[src/sv/biquad_cascade_filter_assert.svh]
// Assertion macros shared by the biquad cascade filter modules.
`ifndef BIQUAD_CASCADE_FILTER_ASSERT_SVH
`define BIQUAD_CASCADE_FILTER_ASSERT_SVH

// The condition holds at every clock edge outside reset.
`define BQC_ASSERT_HOLDS(lbl, expr, msg) \
  lbl: assert property (@(posedge clk) disable iff (!rst_n) (expr)) else $error(msg);

// The consequent holds in the same cycle as the antecedent.
`define BQC_ASSERT_IMPLIES(lbl, ante, cons, msg) \
  lbl: assert property (@(posedge clk) disable iff (!rst_n) (ante) |-> (cons)) \
    else $error(msg);

// The consequent holds in the cycle after the antecedent.
`define BQC_ASSERT_NEXT(lbl, ante, cons, msg) \
  lbl: assert property (@(posedge clk) disable iff (!rst_n) (ante) |=> (cons)) \
    else $error(msg);

`endif

[src/sv/bqc_pkg.sv]
// Types, constants and control structure of the biquad cascade filter.
package bqc_pkg;

  localparam int MAX_SECTIONS   = 8;
  localparam int SAMPLE_BITS    = 16;
  localparam int COEF_FRAC_BITS = 16;
  localparam int COEF_BITS      = 20;
  localparam int NUM_COEFS      = 5;
  localparam int DELAY_BITS     = COEF_FRAC_BITS + SAMPLE_BITS + 8;
  localparam int PROD_BITS      = COEF_BITS + SAMPLE_BITS;
  localparam int ACC_BITS       = DELAY_BITS + 2;
  localparam int ACC2_BITS      = PROD_BITS + 1;

  localparam int CMD_BITS  = 2;
  localparam int SECF_BITS = 3;
  localparam int SEL_BITS  = 3;
  localparam int CFG_BITS  = 4;

  localparam int SEC_W      = (MAX_SECTIONS > 1) ? $clog2(MAX_SECTIONS) : 1;
  localparam int CNT_W      = $clog2(MAX_SECTIONS + 1);
  localparam int COEF_DEPTH = NUM_COEFS * MAX_SECTIONS;
  localparam int COEF_AW    = $clog2(COEF_DEPTH);
  localparam int DLY_DEPTH  = 2 * MAX_SECTIONS;
  localparam int DLY_AW     = SEC_W + 1;

  localparam int SEC_LSB       = SAMPLE_BITS;
  localparam int SEL_LSB       = SEC_LSB + SECF_BITS;
  localparam int VAL_LSB       = SEL_LSB + SEL_BITS;
  localparam int IN_FIELD_BITS = VAL_LSB + COEF_BITS;
  localparam int IN_DATA_BITS  = ((IN_FIELD_BITS + 7) / 8) * 8;
  localparam int OUT_DATA_BITS = ((SAMPLE_BITS + 7) / 8) * 8;

  typedef enum logic [CMD_BITS-1:0] {
    CMD_FILTER = 2'd0,
    CMD_COEF   = 2'd1,
    CMD_CLEAR  = 2'd2,
    CMD_NONE   = 2'd3
  } cmd_t;

  typedef enum logic [SEL_BITS-1:0] {
    COEF_B0 = 3'd0,
    COEF_B1 = 3'd1,
    COEF_B2 = 3'd2,
    COEF_A1 = 3'd3,
    COEF_A2 = 3'd4
  } coef_sel_t;

  typedef enum logic [2:0] {
    ACC_HOLD,
    ACC_LOAD_Z_RND,
    ACC_ADD_P,
    ACC_LOAD_Z_P,
    ACC_SUB_P
  } acc_op_t;

  typedef enum logic [1:0] {
    ACC2_HOLD,
    ACC2_LOAD_P,
    ACC2_SUB_P
  } acc2_op_t;

  typedef enum logic [3:0] {
    ST_IDLE,
    ST_RD,
    ST_P0,
    ST_P1,
    ST_Y,
    ST_A1,
    ST_A2,
    ST_WZ1,
    ST_WZ2,
    ST_OUT
  } state_t;

  typedef struct packed {
    logic             start;
    logic             coef_wr;
    logic             dly_clr;
    logic             coef_rd;
    coef_sel_t        coef_sel;
    logic             dly_rd;
    logic             dly_wr;
    logic             dly_hi;
    logic             mul_en;
    logic             mul_y;
    acc_op_t          acc_op;
    acc2_op_t         acc2_op;
    logic             y_load;
    logic             x_next;
    logic             out_load;
    logic [SEC_W-1:0] sec;
  } ctl_t;

endpackage

[src/sv/bqc_datapath.sv]
// Datapath of the biquad cascade: coefficient and delay stores, shared multiplier, accumulators.
`include "biquad_cascade_filter_assert.svh"

module bqc_datapath (
  input  logic                                   clk,
  input  logic                                   rst_n,
  input  bqc_pkg::ctl_t                          ctl,
  input  logic signed [bqc_pkg::SAMPLE_BITS-1:0] sample_in,
  input  logic [bqc_pkg::SECF_BITS-1:0]          section_index,
  input  logic [bqc_pkg::SEL_BITS-1:0]           coefficient_select,
  input  logic signed [bqc_pkg::COEF_BITS-1:0]   coefficient_value,
  output logic signed [bqc_pkg::SAMPLE_BITS-1:0] sample_out,
  output logic                                   saturated
);

  localparam logic signed [bqc_pkg::ACC_BITS-1:0] RND =
    bqc_pkg::ACC_BITS'(1) <<< (bqc_pkg::COEF_FRAC_BITS - 1);
  localparam logic signed [bqc_pkg::ACC_BITS-1:0] Y_MAX =
    (bqc_pkg::ACC_BITS'(1) <<< (bqc_pkg::SAMPLE_BITS - 1)) - bqc_pkg::ACC_BITS'(1);
  localparam logic signed [bqc_pkg::ACC_BITS-1:0] Y_MIN = -Y_MAX - bqc_pkg::ACC_BITS'(1);
  localparam logic signed [bqc_pkg::ACC_BITS-1:0] Z_MAX =
    (bqc_pkg::ACC_BITS'(1) <<< (bqc_pkg::DELAY_BITS - 1)) - bqc_pkg::ACC_BITS'(1);
  localparam logic signed [bqc_pkg::ACC_BITS-1:0] Z_MIN = -Z_MAX - bqc_pkg::ACC_BITS'(1);

  logic signed [bqc_pkg::COEF_BITS-1:0]   coef_mem [bqc_pkg::COEF_DEPTH];
  logic [bqc_pkg::COEF_DEPTH-1:0]         coef_vld_r;
  logic signed [bqc_pkg::COEF_BITS-1:0]   coef_rd_r;
  logic                                   coef_rd_vld_r;
  logic signed [bqc_pkg::DELAY_BITS-1:0]  dly_mem [bqc_pkg::DLY_DEPTH];
  logic [bqc_pkg::DLY_DEPTH-1:0]          dly_vld_r;
  logic signed [bqc_pkg::DELAY_BITS-1:0]  dly_rd_r;
  logic                                   dly_rd_vld_r;

  logic signed [bqc_pkg::SAMPLE_BITS-1:0] x_r;
  logic signed [bqc_pkg::SAMPLE_BITS-1:0] y_r;
  logic                                   flag_r;
  logic signed [bqc_pkg::PROD_BITS-1:0]   prod_r;
  logic signed [bqc_pkg::ACC_BITS-1:0]    acc_r;
  logic signed [bqc_pkg::ACC_BITS-1:0]    acc_nxt;
  logic signed [bqc_pkg::ACC2_BITS-1:0]   acc2_r;
  logic signed [bqc_pkg::ACC2_BITS-1:0]   acc2_nxt;
  logic signed [bqc_pkg::SAMPLE_BITS-1:0] out_data_r;
  logic                                   out_sat_r;

  logic [bqc_pkg::COEF_AW-1:0]            coef_wa;
  logic [bqc_pkg::COEF_AW-1:0]            coef_ra;
  logic [bqc_pkg::DLY_AW-1:0]             dly_a;
  logic                                   coef_wr_ok;
  logic signed [bqc_pkg::COEF_BITS-1:0]   coef_q;
  logic signed [bqc_pkg::DELAY_BITS-1:0]  z_q;
  logic signed [bqc_pkg::SAMPLE_BITS-1:0] mul_b;
  logic signed [bqc_pkg::ACC_BITS-1:0]    acc_sh;
  logic signed [bqc_pkg::SAMPLE_BITS-1:0] y_clip;
  logic                                   y_hit;
  logic signed [bqc_pkg::DELAY_BITS-1:0]  z1_clip;
  logic signed [bqc_pkg::DELAY_BITS-1:0]  dly_wdata;

  assign coef_wa = bqc_pkg::COEF_AW'(bqc_pkg::NUM_COEFS) * bqc_pkg::COEF_AW'(section_index)
                 + bqc_pkg::COEF_AW'(coefficient_select);
  assign coef_ra = bqc_pkg::COEF_AW'(bqc_pkg::NUM_COEFS) * bqc_pkg::COEF_AW'(ctl.sec)
                 + bqc_pkg::COEF_AW'(ctl.coef_sel);
  assign dly_a   = {ctl.sec, ctl.dly_hi};

  assign coef_wr_ok = ctl.coef_wr && (int'(section_index) < bqc_pkg::MAX_SECTIONS)
                      && (int'(coefficient_select) < bqc_pkg::NUM_COEFS);

  // Entries never written since reset read as zero; delay entries also read as zero until written after the last clear.
  assign coef_q = coef_rd_vld_r ? coef_rd_r : '0;
  assign z_q    = dly_rd_vld_r ? dly_rd_r : '0;
  assign mul_b  = ctl.mul_y ? y_r : x_r;

  always_comb begin
    acc_sh = acc_r >>> bqc_pkg::COEF_FRAC_BITS;
    y_hit  = 1'b0;
    if (acc_sh > Y_MAX) begin
      y_clip = {1'b0, {(bqc_pkg::SAMPLE_BITS - 1){1'b1}}};
      y_hit  = 1'b1;
    end else if (acc_sh < Y_MIN) begin
      y_clip = {1'b1, {(bqc_pkg::SAMPLE_BITS - 1){1'b0}}};
      y_hit  = 1'b1;
    end else begin
      y_clip = acc_sh[bqc_pkg::SAMPLE_BITS-1:0];
    end
  end

  always_comb begin
    if (acc_r > Z_MAX) begin
      z1_clip = {1'b0, {(bqc_pkg::DELAY_BITS - 1){1'b1}}};
    end else if (acc_r < Z_MIN) begin
      z1_clip = {1'b1, {(bqc_pkg::DELAY_BITS - 1){1'b0}}};
    end else begin
      z1_clip = acc_r[bqc_pkg::DELAY_BITS-1:0];
    end
  end

  assign dly_wdata = ctl.dly_hi ? bqc_pkg::DELAY_BITS'(acc2_r) : z1_clip;

  always_comb begin
    case (ctl.acc_op)
      bqc_pkg::ACC_LOAD_Z_RND: acc_nxt = bqc_pkg::ACC_BITS'(z_q) + RND;
      bqc_pkg::ACC_ADD_P:      acc_nxt = acc_r + bqc_pkg::ACC_BITS'(prod_r);
      bqc_pkg::ACC_LOAD_Z_P:   acc_nxt = bqc_pkg::ACC_BITS'(z_q) + bqc_pkg::ACC_BITS'(prod_r);
      bqc_pkg::ACC_SUB_P:      acc_nxt = acc_r - bqc_pkg::ACC_BITS'(prod_r);
      default:                 acc_nxt = acc_r;
    endcase
  end

  always_comb begin
    case (ctl.acc2_op)
      bqc_pkg::ACC2_LOAD_P: acc2_nxt = bqc_pkg::ACC2_BITS'(prod_r);
      bqc_pkg::ACC2_SUB_P:  acc2_nxt = acc2_r - bqc_pkg::ACC2_BITS'(prod_r);
      default:              acc2_nxt = acc2_r;
    endcase
  end

  always_ff @(posedge clk) begin
    if (coef_wr_ok) begin
      coef_mem[coef_wa] <= coefficient_value;
    end
    if (ctl.coef_rd) begin
      coef_rd_r <= coef_mem[coef_ra];
    end
  end

  always_ff @(posedge clk) begin
    if (ctl.dly_wr) begin
      dly_mem[dly_a] <= dly_wdata;
    end
    if (ctl.dly_rd) begin
      dly_rd_r <= dly_mem[dly_a];
    end
  end

  always_ff @(posedge clk) begin
    if (!rst_n) begin
      coef_vld_r    <= '0;
      coef_rd_vld_r <= 1'b0;
      dly_vld_r     <= '0;
      dly_rd_vld_r  <= 1'b0;
    end else begin
      if (coef_wr_ok) begin
        coef_vld_r[coef_wa] <= 1'b1;
      end
      if (ctl.coef_rd) begin
        coef_rd_vld_r <= coef_vld_r[coef_ra];
      end
      if (ctl.dly_clr) begin
        dly_vld_r <= '0;
      end else if (ctl.dly_wr) begin
        dly_vld_r[dly_a] <= 1'b1;
      end
      if (ctl.dly_rd) begin
        dly_rd_vld_r <= dly_vld_r[dly_a];
      end
    end
  end

  always_ff @(posedge clk) begin
    if (ctl.start) begin
      x_r    <= sample_in;
      flag_r <= 1'b0;
    end else if (ctl.x_next) begin
      x_r <= y_r;
    end
    if (ctl.y_load) begin
      y_r <= y_clip;
      if (y_hit) begin
        flag_r <= 1'b1;
      end
    end
    if (ctl.mul_en) begin
      prod_r <= coef_q * mul_b;
    end
    acc_r  <= acc_nxt;
    acc2_r <= acc2_nxt;
    if (ctl.out_load) begin
      out_data_r <= x_r;
      out_sat_r  <= flag_r;
    end
  end

  assign sample_out = out_data_r;
  assign saturated  = out_sat_r;

  `BQC_ASSERT_HOLDS(a_dly_single_port, !(ctl.dly_wr && ctl.dly_rd), "delay store read and written in one cycle")
  `BQC_ASSERT_HOLDS(a_cmd_exclusive, $onehot0({ctl.coef_wr, ctl.dly_clr, ctl.start, ctl.mul_en}), "conflicting datapath commands")

endmodule

[src/sv/bqc_ctrl.sv]
// Controller of the biquad cascade: request handshake, configuration register and section sequencer.
`include "biquad_cascade_filter_assert.svh"

module bqc_ctrl (
  input  logic                         clk,
  input  logic                         rst_n,
  input  logic                         in_tvalid,
  output logic                         in_tready,
  input  bqc_pkg::cmd_t                in_cmd,
  input  logic                         cfg_valid,
  output logic                         cfg_ready,
  input  logic [bqc_pkg::CFG_BITS-1:0] cfg_data,
  output logic                         out_tvalid,
  input  logic                         out_tready,
  output bqc_pkg::ctl_t                ctl
);

  bqc_pkg::state_t              state_r;
  bqc_pkg::state_t              state_nxt;
  logic [bqc_pkg::SEC_W-1:0]    sec_r;
  logic [bqc_pkg::SEC_W-1:0]    sec_nxt;
  logic [bqc_pkg::CFG_BITS-1:0] act_r;
  logic                         out_vld_r;
  logic                         out_vld_nxt;
  logic [bqc_pkg::CNT_W-1:0]    n_eff;
  logic                         last_sec;
  logic                         in_req;

  assign cfg_ready  = 1'b1;
  assign in_tready  = (state_r == bqc_pkg::ST_IDLE);
  assign in_req     = in_tvalid && in_tready;
  assign out_tvalid = out_vld_r;

  // A section count above the number of built sections acts as all of them.
  assign n_eff    = (int'(act_r) > bqc_pkg::MAX_SECTIONS) ?
                    bqc_pkg::CNT_W'(bqc_pkg::MAX_SECTIONS) : bqc_pkg::CNT_W'(act_r);
  assign last_sec = (bqc_pkg::CNT_W'(sec_r) + bqc_pkg::CNT_W'(1)) == n_eff;

  always_ff @(posedge clk) begin
    if (!rst_n) begin
      state_r   <= bqc_pkg::ST_IDLE;
      sec_r     <= '0;
      act_r     <= '0;
      out_vld_r <= 1'b0;
    end else begin
      state_r   <= state_nxt;
      sec_r     <= sec_nxt;
      out_vld_r <= out_vld_nxt;
      if (cfg_valid && cfg_ready) begin
        act_r <= cfg_data;
      end
    end
  end

  always_comb begin
    state_nxt = state_r;
    sec_nxt   = sec_r;
    ctl       = '0;
    ctl.sec   = sec_r;
    case (state_r)
      bqc_pkg::ST_IDLE: begin
        sec_nxt = '0;
        if (in_req) begin
          case (in_cmd)
            bqc_pkg::CMD_FILTER: begin
              ctl.start = 1'b1;
              state_nxt = (n_eff == '0) ? bqc_pkg::ST_OUT : bqc_pkg::ST_RD;
            end
            bqc_pkg::CMD_COEF:  ctl.coef_wr = 1'b1;
            bqc_pkg::CMD_CLEAR: ctl.dly_clr = 1'b1;
            default: ;
          endcase
        end
      end
      bqc_pkg::ST_RD: begin
        ctl.coef_rd  = 1'b1;
        ctl.coef_sel = bqc_pkg::COEF_B0;
        ctl.dly_rd   = 1'b1;
        state_nxt    = bqc_pkg::ST_P0;
      end
      bqc_pkg::ST_P0: begin
        ctl.mul_en   = 1'b1;
        ctl.acc_op   = bqc_pkg::ACC_LOAD_Z_RND;
        ctl.coef_rd  = 1'b1;
        ctl.coef_sel = bqc_pkg::COEF_B1;
        ctl.dly_rd   = 1'b1;
        ctl.dly_hi   = 1'b1;
        state_nxt    = bqc_pkg::ST_P1;
      end
      bqc_pkg::ST_P1: begin
        ctl.mul_en   = 1'b1;
        ctl.acc_op   = bqc_pkg::ACC_ADD_P;
        ctl.coef_rd  = 1'b1;
        ctl.coef_sel = bqc_pkg::COEF_B2;
        state_nxt    = bqc_pkg::ST_Y;
      end
      bqc_pkg::ST_Y: begin
        ctl.y_load   = 1'b1;
        ctl.mul_en   = 1'b1;
        ctl.acc_op   = bqc_pkg::ACC_LOAD_Z_P;
        ctl.coef_rd  = 1'b1;
        ctl.coef_sel = bqc_pkg::COEF_A1;
        state_nxt    = bqc_pkg::ST_A1;
      end
      bqc_pkg::ST_A1: begin
        ctl.mul_en   = 1'b1;
        ctl.mul_y    = 1'b1;
        ctl.acc2_op  = bqc_pkg::ACC2_LOAD_P;
        ctl.coef_rd  = 1'b1;
        ctl.coef_sel = bqc_pkg::COEF_A2;
        state_nxt    = bqc_pkg::ST_A2;
      end
      bqc_pkg::ST_A2: begin
        ctl.mul_en = 1'b1;
        ctl.mul_y  = 1'b1;
        ctl.acc_op = bqc_pkg::ACC_SUB_P;
        state_nxt  = bqc_pkg::ST_WZ1;
      end
      bqc_pkg::ST_WZ1: begin
        ctl.dly_wr  = 1'b1;
        ctl.acc2_op = bqc_pkg::ACC2_SUB_P;
        state_nxt   = bqc_pkg::ST_WZ2;
      end
      bqc_pkg::ST_WZ2: begin
        ctl.dly_wr = 1'b1;
        ctl.dly_hi = 1'b1;
        ctl.x_next = 1'b1;
        if (last_sec) begin
          state_nxt = bqc_pkg::ST_OUT;
        end else begin
          sec_nxt   = sec_r + bqc_pkg::SEC_W'(1);
          state_nxt = bqc_pkg::ST_RD;
        end
      end
      bqc_pkg::ST_OUT: begin
        if (!out_vld_r || out_tready) begin
          ctl.out_load = 1'b1;
          state_nxt    = bqc_pkg::ST_IDLE;
        end
      end
      default: state_nxt = bqc_pkg::ST_IDLE;
    endcase
  end

  always_comb begin
    if (ctl.out_load) begin
      out_vld_nxt = 1'b1;
    end else if (out_tready) begin
      out_vld_nxt = 1'b0;
    end else begin
      out_vld_nxt = out_vld_r;
    end
  end

  `BQC_ASSERT_IMPLIES(a_out_no_overwrite, ctl.out_load, (!out_vld_r || out_tready), "result register overwritten before it was taken")
  `BQC_ASSERT_IMPLIES(a_sec_in_range, (state_r != bqc_pkg::ST_IDLE && state_r != bqc_pkg::ST_OUT), (bqc_pkg::CNT_W'(sec_r) < n_eff), "section counter beyond active sections")
  `BQC_ASSERT_NEXT(a_bypass, (in_req && in_cmd == bqc_pkg::CMD_FILTER && n_eff == '0), (state_r == bqc_pkg::ST_OUT), "sample with no active sections did not bypass")

endmodule

[src/sv/biquad_cascade_filter.sv]
// Top level of the biquad cascade filter.
// A request carries a command in in_tuser: a sample to filter, a coefficient write, a
// clear of all delay elements or no operation. A sample passes through the first
// n = min(active_sections, 8) second-order sections, using one shared 20x16 multiplier;
// each section forms the feed-forward and feedback products and writes both delay
// elements back. The result is loaded into the output register, and the next request
// can be taken in the cycle after; with n = 0 the sample passes unchanged. A sample whose
// result finds the output register still full waits until that result is taken.
// Coefficient writes and clears are done in idle. The next request is accepted
// as soon as the sequencer is back in idle, even while the last result still waits to
// be taken. Coefficients and delay elements read as zero after reset, and the section
// count may only be written while no request is in progress.
module biquad_cascade_filter (
  input  logic                              clk,
  input  logic                              rst_n,
  input  logic                              in_tvalid,
  output logic                              in_tready,
  // sample_in[15:0], section_index[18:16], coefficient_select[21:19],
  // coefficient_value[41:22], zero fill above
  input  logic [bqc_pkg::IN_DATA_BITS-1:0]  in_tdata,
  // command[1:0]
  input  logic [bqc_pkg::CMD_BITS-1:0]      in_tuser,
  input  logic                              cfg_valid,
  output logic                              cfg_ready,
  input  logic [bqc_pkg::CFG_BITS-1:0]      cfg_data,
  output logic                              out_tvalid,
  input  logic                              out_tready,
  // sample_out[15:0]
  output logic [bqc_pkg::OUT_DATA_BITS-1:0] out_tdata,
  // saturated[0]
  output logic                              out_tuser
);

  bqc_pkg::ctl_t                          ctl;
  bqc_pkg::cmd_t                          in_cmd;
  logic signed [bqc_pkg::SAMPLE_BITS-1:0] sample_in;
  logic [bqc_pkg::SECF_BITS-1:0]          section_index;
  logic [bqc_pkg::SEL_BITS-1:0]           coefficient_select;
  logic signed [bqc_pkg::COEF_BITS-1:0]   coefficient_value;
  logic signed [bqc_pkg::SAMPLE_BITS-1:0] sample_out;
  logic                                   saturated;

  assign in_cmd             = bqc_pkg::cmd_t'(in_tuser);
  assign sample_in          = in_tdata[bqc_pkg::SEC_LSB-1:0];
  assign section_index      = in_tdata[bqc_pkg::SEL_LSB-1:bqc_pkg::SEC_LSB];
  assign coefficient_select = in_tdata[bqc_pkg::VAL_LSB-1:bqc_pkg::SEL_LSB];
  assign coefficient_value  = in_tdata[bqc_pkg::IN_FIELD_BITS-1:bqc_pkg::VAL_LSB];

  assign out_tdata = bqc_pkg::OUT_DATA_BITS'($unsigned(sample_out));
  assign out_tuser = saturated;

  bqc_ctrl u_ctrl (
    .clk        (clk),
    .rst_n      (rst_n),
    .in_tvalid  (in_tvalid),
    .in_tready  (in_tready),
    .in_cmd     (in_cmd),
    .cfg_valid  (cfg_valid),
    .cfg_ready  (cfg_ready),
    .cfg_data   (cfg_data),
    .out_tvalid (out_tvalid),
    .out_tready (out_tready),
    .ctl        (ctl)
  );

  bqc_datapath u_datapath (
    .clk                (clk),
    .rst_n              (rst_n),
    .ctl                (ctl),
    .sample_in          (sample_in),
    .section_index      (section_index),
    .coefficient_select (coefficient_select),
    .coefficient_value  (coefficient_value),
    .sample_out         (sample_out),
    .saturated          (saturated)
  );

endmodule
[config.mk]
export PLATFORM = sky130hd
export DESIGN_NAME = biquad_cascade_filter
export DESIGN_NICKNAME = d
export VERILOG_FILES = /design/src/sv/bqc_pkg.sv /design/src/sv/bqc_datapath.sv /design/src/sv/bqc_ctrl.sv /design/src/sv/biquad_cascade_filter.sv
export VERILOG_INCLUDE_DIRS = /design/src /design/src/sv
export SDC_FILE = /design/constraint.sdc
export NUM_CORES = 2
export LEC_CHECK = 0
export BUFFER_PORTS_ARGS = -buffer_cell sky130_fd_sc_hd__buf_4
export CORE_UTILIZATION = 58
export CTS_BUF_LIST = sky130_fd_sc_hd__clkbuf_8
export DETAILED_ROUTE_END_ITERATION = 6
export GPL_TIMING_DRIVEN = 1
export PLACE_DENSITY_LB_ADDON = 0.12
export SYNTH_ARGS = -nofsm -noshare
export SYNTH_HDL_FRONTEND = slang
export SYNTH_SLANG_ARGS = --single-unit
[constraint.sdc]
create_clock -name clk -period 16 [get_ports clk]
set_clock_uncertainty 0.2 [all_clocks]
set_input_delay 1.6 -clock clk [delete_from_list [all_inputs] [get_ports clk]]
set_output_delay 1.6 -clock clk [all_outputs]
set_load 0.005 [all_outputs]
=== Word level (Yosys, flattened, before mapping) ===
Memories as Yosys holds them, arrays and structs flattened. A register that Yosys moved wholly into a read port is not among the register bits.
Cells that the tools add are included.

* Add/sub/neg operators: 9
* Multipliers: 3
* Order comparisons: 11
* Equal/unequal tests: 22
* Mux-type cells: 56
* Bitwise gates (word level): 3
* Reduce and logical (&&, ||, !) cells: 22

{| class="wikitable"
|+ Operators by type and width
! operator !! number
|-
| 42-bit one-hot mux with 4 select lines || 1
|-
| 40-bit two-way mux || 4
|-
| 37-bit one-hot mux with 2 select lines || 1
|-
| 16-bit two-way mux || 4
|-
| 42-bit by 36-bit adder with 42-bit output || 1
|-
| 42-bit by 40-bit > comparator with 1-bit output (second input constant) || 1
|-
| 42-bit by 40-bit less-than comparator with 1-bit output (second input constant) || 1
|-
| 42-bit by 36-bit subtractor with 42-bit output || 1
|-
| 40-bit by 17-bit adder with 41-bit output (second input constant) || 1
|-
| 40-bit by 36-bit adder with 41-bit output || 1
|-
| 40-bit bitwise OR || 1
|-
| 4-bit one-hot mux with 10 select lines || 1
|-
| 37-bit by 36-bit subtractor with 37-bit output || 1
|-
| 20-bit by 16-bit multiplier with 36-bit output || 1
|-
| 1-bit two-way mux || 27
|-
| 26-bit by 16-bit > comparator with 1-bit output (second input constant) || 1
|-
| 26-bit by 16-bit less-than comparator with 1-bit output (second input constant) || 1
|-
| 4-bit two-way mux || 6
|-
| 20-bit two-way mux || 1
|-
| 4-bit one-hot mux with 5 select lines || 1
|-
| 4-bit by 3-bit equality test with 1-bit output (second input constant) || 4
|-
| 16-bit bitwise OR || 1
|-
| 6-bit by 7-bit less-than comparator with 1-bit output (second input constant) || 2
|-
| 6-bit by 3-bit adder with 6-bit output || 2
|-
| 39 further kinds || 60
|}

* Flip-flop bits (word level): 235
* RAM bits: 1440
* Input port bits: 59
* Output and inout bits: 20
* Word-level logic and storage cells: 144
* Memories kept: 2

{| class="wikitable"
|+ Memory list
! memory !! depth !! width !! rd ports !! clocked after Yosys merged registers in !! write ports !! RTL line !! RTL
|-
| u_datapath.coef_mem || 40 || 20 || 1 || 1 || 1 || bqc_datapath.sv:25 || <nowiki>logic signed [bqc_pkg::COEF_BITS-1:0] coef_mem [bqc_pkg::COEF_DEPTH];</nowiki>
|-
| u_datapath.dly_mem || 16 || 40 || 1 || 1 || 1 || bqc_datapath.sv:29 || <nowiki>logic signed [bqc_pkg::DELAY_BITS-1:0] dly_mem [bqc_pkg::DLY_DEPTH];</nowiki>
|}

=== Depth between registers and ports, before layout ===
* Depth in word-level cells: 8
* Mapped depth: 33
* Gate-level depth less buffers: 28

=== Modules after synthesis ===
Synthesis repeated with hierarchy kept, for this count alone.

* Cell total of the unflattened synthesis: 5568
* Area total of the unflattened synthesis: 86281.5 sq um

{| class="wikitable"
|+ Modules (own cells, without submodules)
! module !! instances !! cells each !! area each (sq um) !! seq. area each (sq um)
|-
| bqc_datapath || 1 || 5458 || 85406.9 || 51149.1
|-
| bqc_ctrl || 1 || 110 || 874.6 || 240.2
|}

=== Worst setup path before layout ===
OpenSTA, ideal clock, no wires.

* Kind: register to register
* Start: reg u_ctrl.state_r[0]
* End: reg u_datapath.prod_r[32] in the netlist's numbering, data pin
* Library setup time: 0.258 ns
* Data arrival time: 7.714 ns
* Data required time: 15.542 ns
* Slack: 7.828 ns
* Cell stages (with the launch flop): 32
* Buffers on the path: 5
* Clock period less this slack: 8.172 ns
* Path through: dfxtp_1 clkbuf_1 xnor2_1 nor2_1 and2_1 buf_2 buf_1 mux2i_1 clkbuf_1 clkbuf_1 nor2_1 fa_1 inv_1 fa_1 fa_1 inv_1 fa_1 fa_1 inv_1 fa_1 inv_1 ha_1 a21o_1 a21o_1 a21o_1 a2111oi_2 nor4b_1 a211o_1 a2111oi_4 o21bai_1 a21oi_1 xnor2_1

* Word-level cells in the longest chain between the ends: 5
* Elaborated cells on any way between the ends: 6
* Classes of those cells: mul: 1; eq/ne: 2; mux: 2; reduce/logical: 1

{| class="wikitable"
|+ Ends and longest elaborated chain
! element !! RTL line !! RTL
|-
| start, declared || bqc_ctrl.sv:18 || <nowiki>bqc_pkg::state_t state_r;</nowiki>
|-
| start signal, assigned || bqc_ctrl.sv:41 || <nowiki>state_r <= bqc_pkg::ST_IDLE;</nowiki>
|-
| start signal, assigned || bqc_ctrl.sv:46 || <nowiki>state_r <= state_nxt;</nowiki>
|-
| 4-bit by 3-bit equality test with 1-bit output || bqc_ctrl.sv:60 || <nowiki>case (state_r)</nowiki>
|-
| 2-bit OR reduction (no line) * || -- ||
|-
| 1-bit two-way mux * || bqc_ctrl.sv:60 ||
|-
| 16-bit two-way mux * || bqc_datapath.sv:70 || <nowiki>assign mul_b = ctl.mul_y ? y_r : x_r;</nowiki>
|-
| 20-bit by 16-bit multiplier with 36-bit output * || bqc_datapath.sv:172 || <nowiki>prod_r <= coef_q * mul_b;</nowiki>
|-
| end signal, assigned || bqc_datapath.sv:172 ||
|-
| end, declared || bqc_datapath.sv:37 || <nowiki>logic signed [bqc_pkg::PROD_BITS-1:0] prod_r;</nowiki>
|}

Mark *: on every way between the ends. The rest lies on a longest branch, timed or not.
A chain may end at the register's enable or synchronous reset.

=== Worst setup path in the final report ===
Same ends and word-level chain as after synthesis.

==> impl_metrics.yaml <==
floorplanning:
  die_area_mm2: 0.150
  io_pins: 79
  dieHeight_um: 388
  die-width_um: 388
  start_util_pct: 58.4
  rows: 141
  core_area_mm2: 0.148
synthesis:
  synth-seq-cells: 1735
  synth_flop_cell: "edfxtp_1"
  netlist_area_mm2: 0.0862
  synth-edff-count: 1664
  synthesis.nets: 6181
  synth_warnings: 0
  async_reset_ff_share_pct: 0
  syn_avg_cell_area_um2: 15.5
  ys_seq_area_share_pct: 59.6
  syn_inst: 5570
  ys_types: 99
finish:
  fin_area_mm2: 0.0947
  fillCellCount: 10724
  layout-drive-gt1-share_pct: 19.4
  mostFrequentLayoutCell: "edfxtp_1"
  nets: 6438
  layout_common_cells: "1,664 x edfxtp_1, 564 x inv_1, 457 x mux4_2, 376 x nand2_1, 342 x nor2_1"
  areaGrowthSynthToFinish_pct: 9.80
timing:
  rsz0062_at_grt: "false"
  fin_crit_sh_pct: 58.3
  tns_ns: 0
  period_needed_ns: 9.33
  slew_violations: 0
  setup_viol_count_final: 0
  fmax_mhz: 107
  fin_hold_ws_ns: 0.229
  hold_viol_final: 0
  tightest_slew_ns: 1.30
  relSlewSlack_pct: 12.7
  timing.final.ws_setup_ns: 6.67
placed_design:
  portBuffers: 71
  dpl.hpwl_um: 132000
  postPlaceCellArea_mm2: 0.0896
  pre_cts_ws_ns: 6.78
  gp_congestion: 0.929
critical_path:
  crit_type: "reg2reg"
  regToRegSetupSlack_ns: 6.67
  crit_fanout: 24
  cp.arrival_ns: 9.81
  critPathRequiredTime_ns: 16.48
  start_kind: "register"
  critPathCaptureType: "register"
global_route:
  grt.overflow.total: 0
  grt_pass1_wl_um: 312000
  grt_pass1_vias: 49920
  grt_max_degree: 144
  antenna_found_initial: 8
  track_usage_pct: 28.2
flow_run:
  drv_cap: 0
routing:
  vias: 48796
  ant_nets: 0
  routedWlPerCell_um: 26.2
  drt-total-wl_um: 209000
  vias_per_cell: 6.13
  first_pass_iters: 6
  drt_iter0_markers: 4146
  drc: 0
clock_network:
  postCtsSetupRepairBufs: 0
  h-tree-depth: 5
  cts_hold_buffers: 0
  clkTransAtPathRegs_ns: 0.06
  cts_resized: 0
  clock_sinks: 1735
  clock_path_buffers: 4
  cts_tree: "yes"
  cts-buffers-inserted: 296
  clk_latency_ns: 1.01
  cts-root-buf: "clkbuf_8"
worst_hold_path:
  hold_path_class: "reg2reg"
power_and_ir_drop:
  irDropWorstVdd_mv: 0.189
  p_leak_nw: 34.1
  p_per_area_mw_per_mm2: 183
outcome:
  status: "complete, no violations"
-- cell usage after synthesis, drive strengths merged (22+ instances only) --
cell type / number / share of area (%)
nand4: 22 / 0.17
nand3: 47 / 0.29
clkbuf: 167 / 0.73
mux2i: 51 / 0.59
xor2: 63 / 0.65
xnor2: 129 / 1.3
mux2: 50 / 0.65
and3: 28 / 0.21
a21oi: 160 / 0.95
ha: 229 / 3.3
o21a: 79 / 0.69
o21ai: 180 / 1.0
dfxtp: 71 / 1.6
nand2: 376 / 1.6
nor2: 395 / 1.7
a31oi: 26 / 0.20
buf: 78 / 0.40
mux4: 457 / 12
nand2b: 45 / 0.33
edfxtp: 1664 / 58
and2: 76 / 0.55
inv: 463 / 2.0
nor3: 44 / 0.26
fa: 323 / 7.5
a21o: 71 / 0.62
nor2b: 36 / 0.26
-- power by group --
| part | switching, mW | leakage [nW] | total (mW) | internal [mW] |
|---|---|---|---|---|
| logic | 4.46 | 15.5 | 7.58 | 3.12 |
| clock network | 1.71 | 2.98 | 3.53 | 1.82 |
| registers | 0.289 | 15.6 | 6.22 | 5.93 |
-- final timing paths --
| kind | from | end | depth (start not counted) |
|---|---|---|---|
| worst max-delay path | u_ctrl.state_r[0] | u_datapath.prod_r[32] | 25 |
| worst min-delay path | u_datapath.x_r[9] | u_datapath.sample_out[9] | 0 |
| worst max register to register | u_ctrl.state_r[0] | u_datapath.prod_r[32] | 25 |
| worst min register to register | u_datapath.x_r[9] | u_datapath.sample_out[9] | 0 |
-- metal layers --
layer  track usage, %  part of all wire [%]
met4             10.9                   3.7
met3             4.36                   5.9
met2             47.3                    51
met1             37.6                    40
met5                0                 0.011
-- registers in the layout (all words and copies together), names as in the netlist, 20 cells and up --
signal and flops:
u_datapath.acc2_r 37, u_datapath.acc_r 42, u_datapath.coef_mem 800, u_datapath.coef_rd_r 20
u_datapath.coef_vld_r 40, u_datapath.dly_mem 640, u_datapath.dly_rd_r 40, u_datapath.prod_r 36
-- metrics by stage --
step / utilization, % / power [mW] / std cells
finish: 64.1 / 17.3 / 7955
CTS: 64.1 / 17.5 / 7951
floorplan: - / 11.8 / 5570
global route: 64.1 / 18.4 / 7955
global placement: 60.7 / 13.9 / 7459
detailed placement: 60.7 / 14.0 / 7459
-- area by class of cell --
class	instances	area [µm²]	area share [%]
Antenna cell	4	10.0	0.0106
Inverter	465	1750	1.84
Clock inverter	186	871	0.920
Tap cell	1930	2410	2.55
Multi-Input combinational cell	3125	32500	34.3
Timing Repair Buffer	204	1570	1.66
Sequential cell	1735	51400	54.3
Clock buffer	306	4210	4.45
-- critical path, stage by stage, from the launching register on --
cell	delay, ns
dfxtp_1	0.67
xnor2_1	0.18
nor2_1	0.13
and2_1	0.14
buf_4	0.39
mux2_2	0.41
clkinv_1	0.57
nor2_1	0.36
fa_1	0.47
fa_1	0.57
fa_1	0.54
fa_1	0.52
fa_1	0.54
inv_1	0.06
fa_1	0.58
inv_1	0.06
ha_1	0.36
and3_1	0.17
nand3_1	0.12
or4_1	0.57
a31oi_1	0.52
a211o_1	0.36
a2111oi_4	0.11
o21bai_1	0.15
a21oi_1	0.09
xnor2_1	0.12
-- cells by family after synthesis --
family                   synth area share [%]
flip-flops                               59.6
buffers and inverters                    3.15
multiplexers                             13.2
other                                 0.00435
adder cells (fa/ha/maj)                  10.8
AO/OA/AOI/OAI                            5.28
XOR/XNOR                                 1.96
AND/OR/NAND/NOR                          6.00
Power figures use the tool's default switching activity.
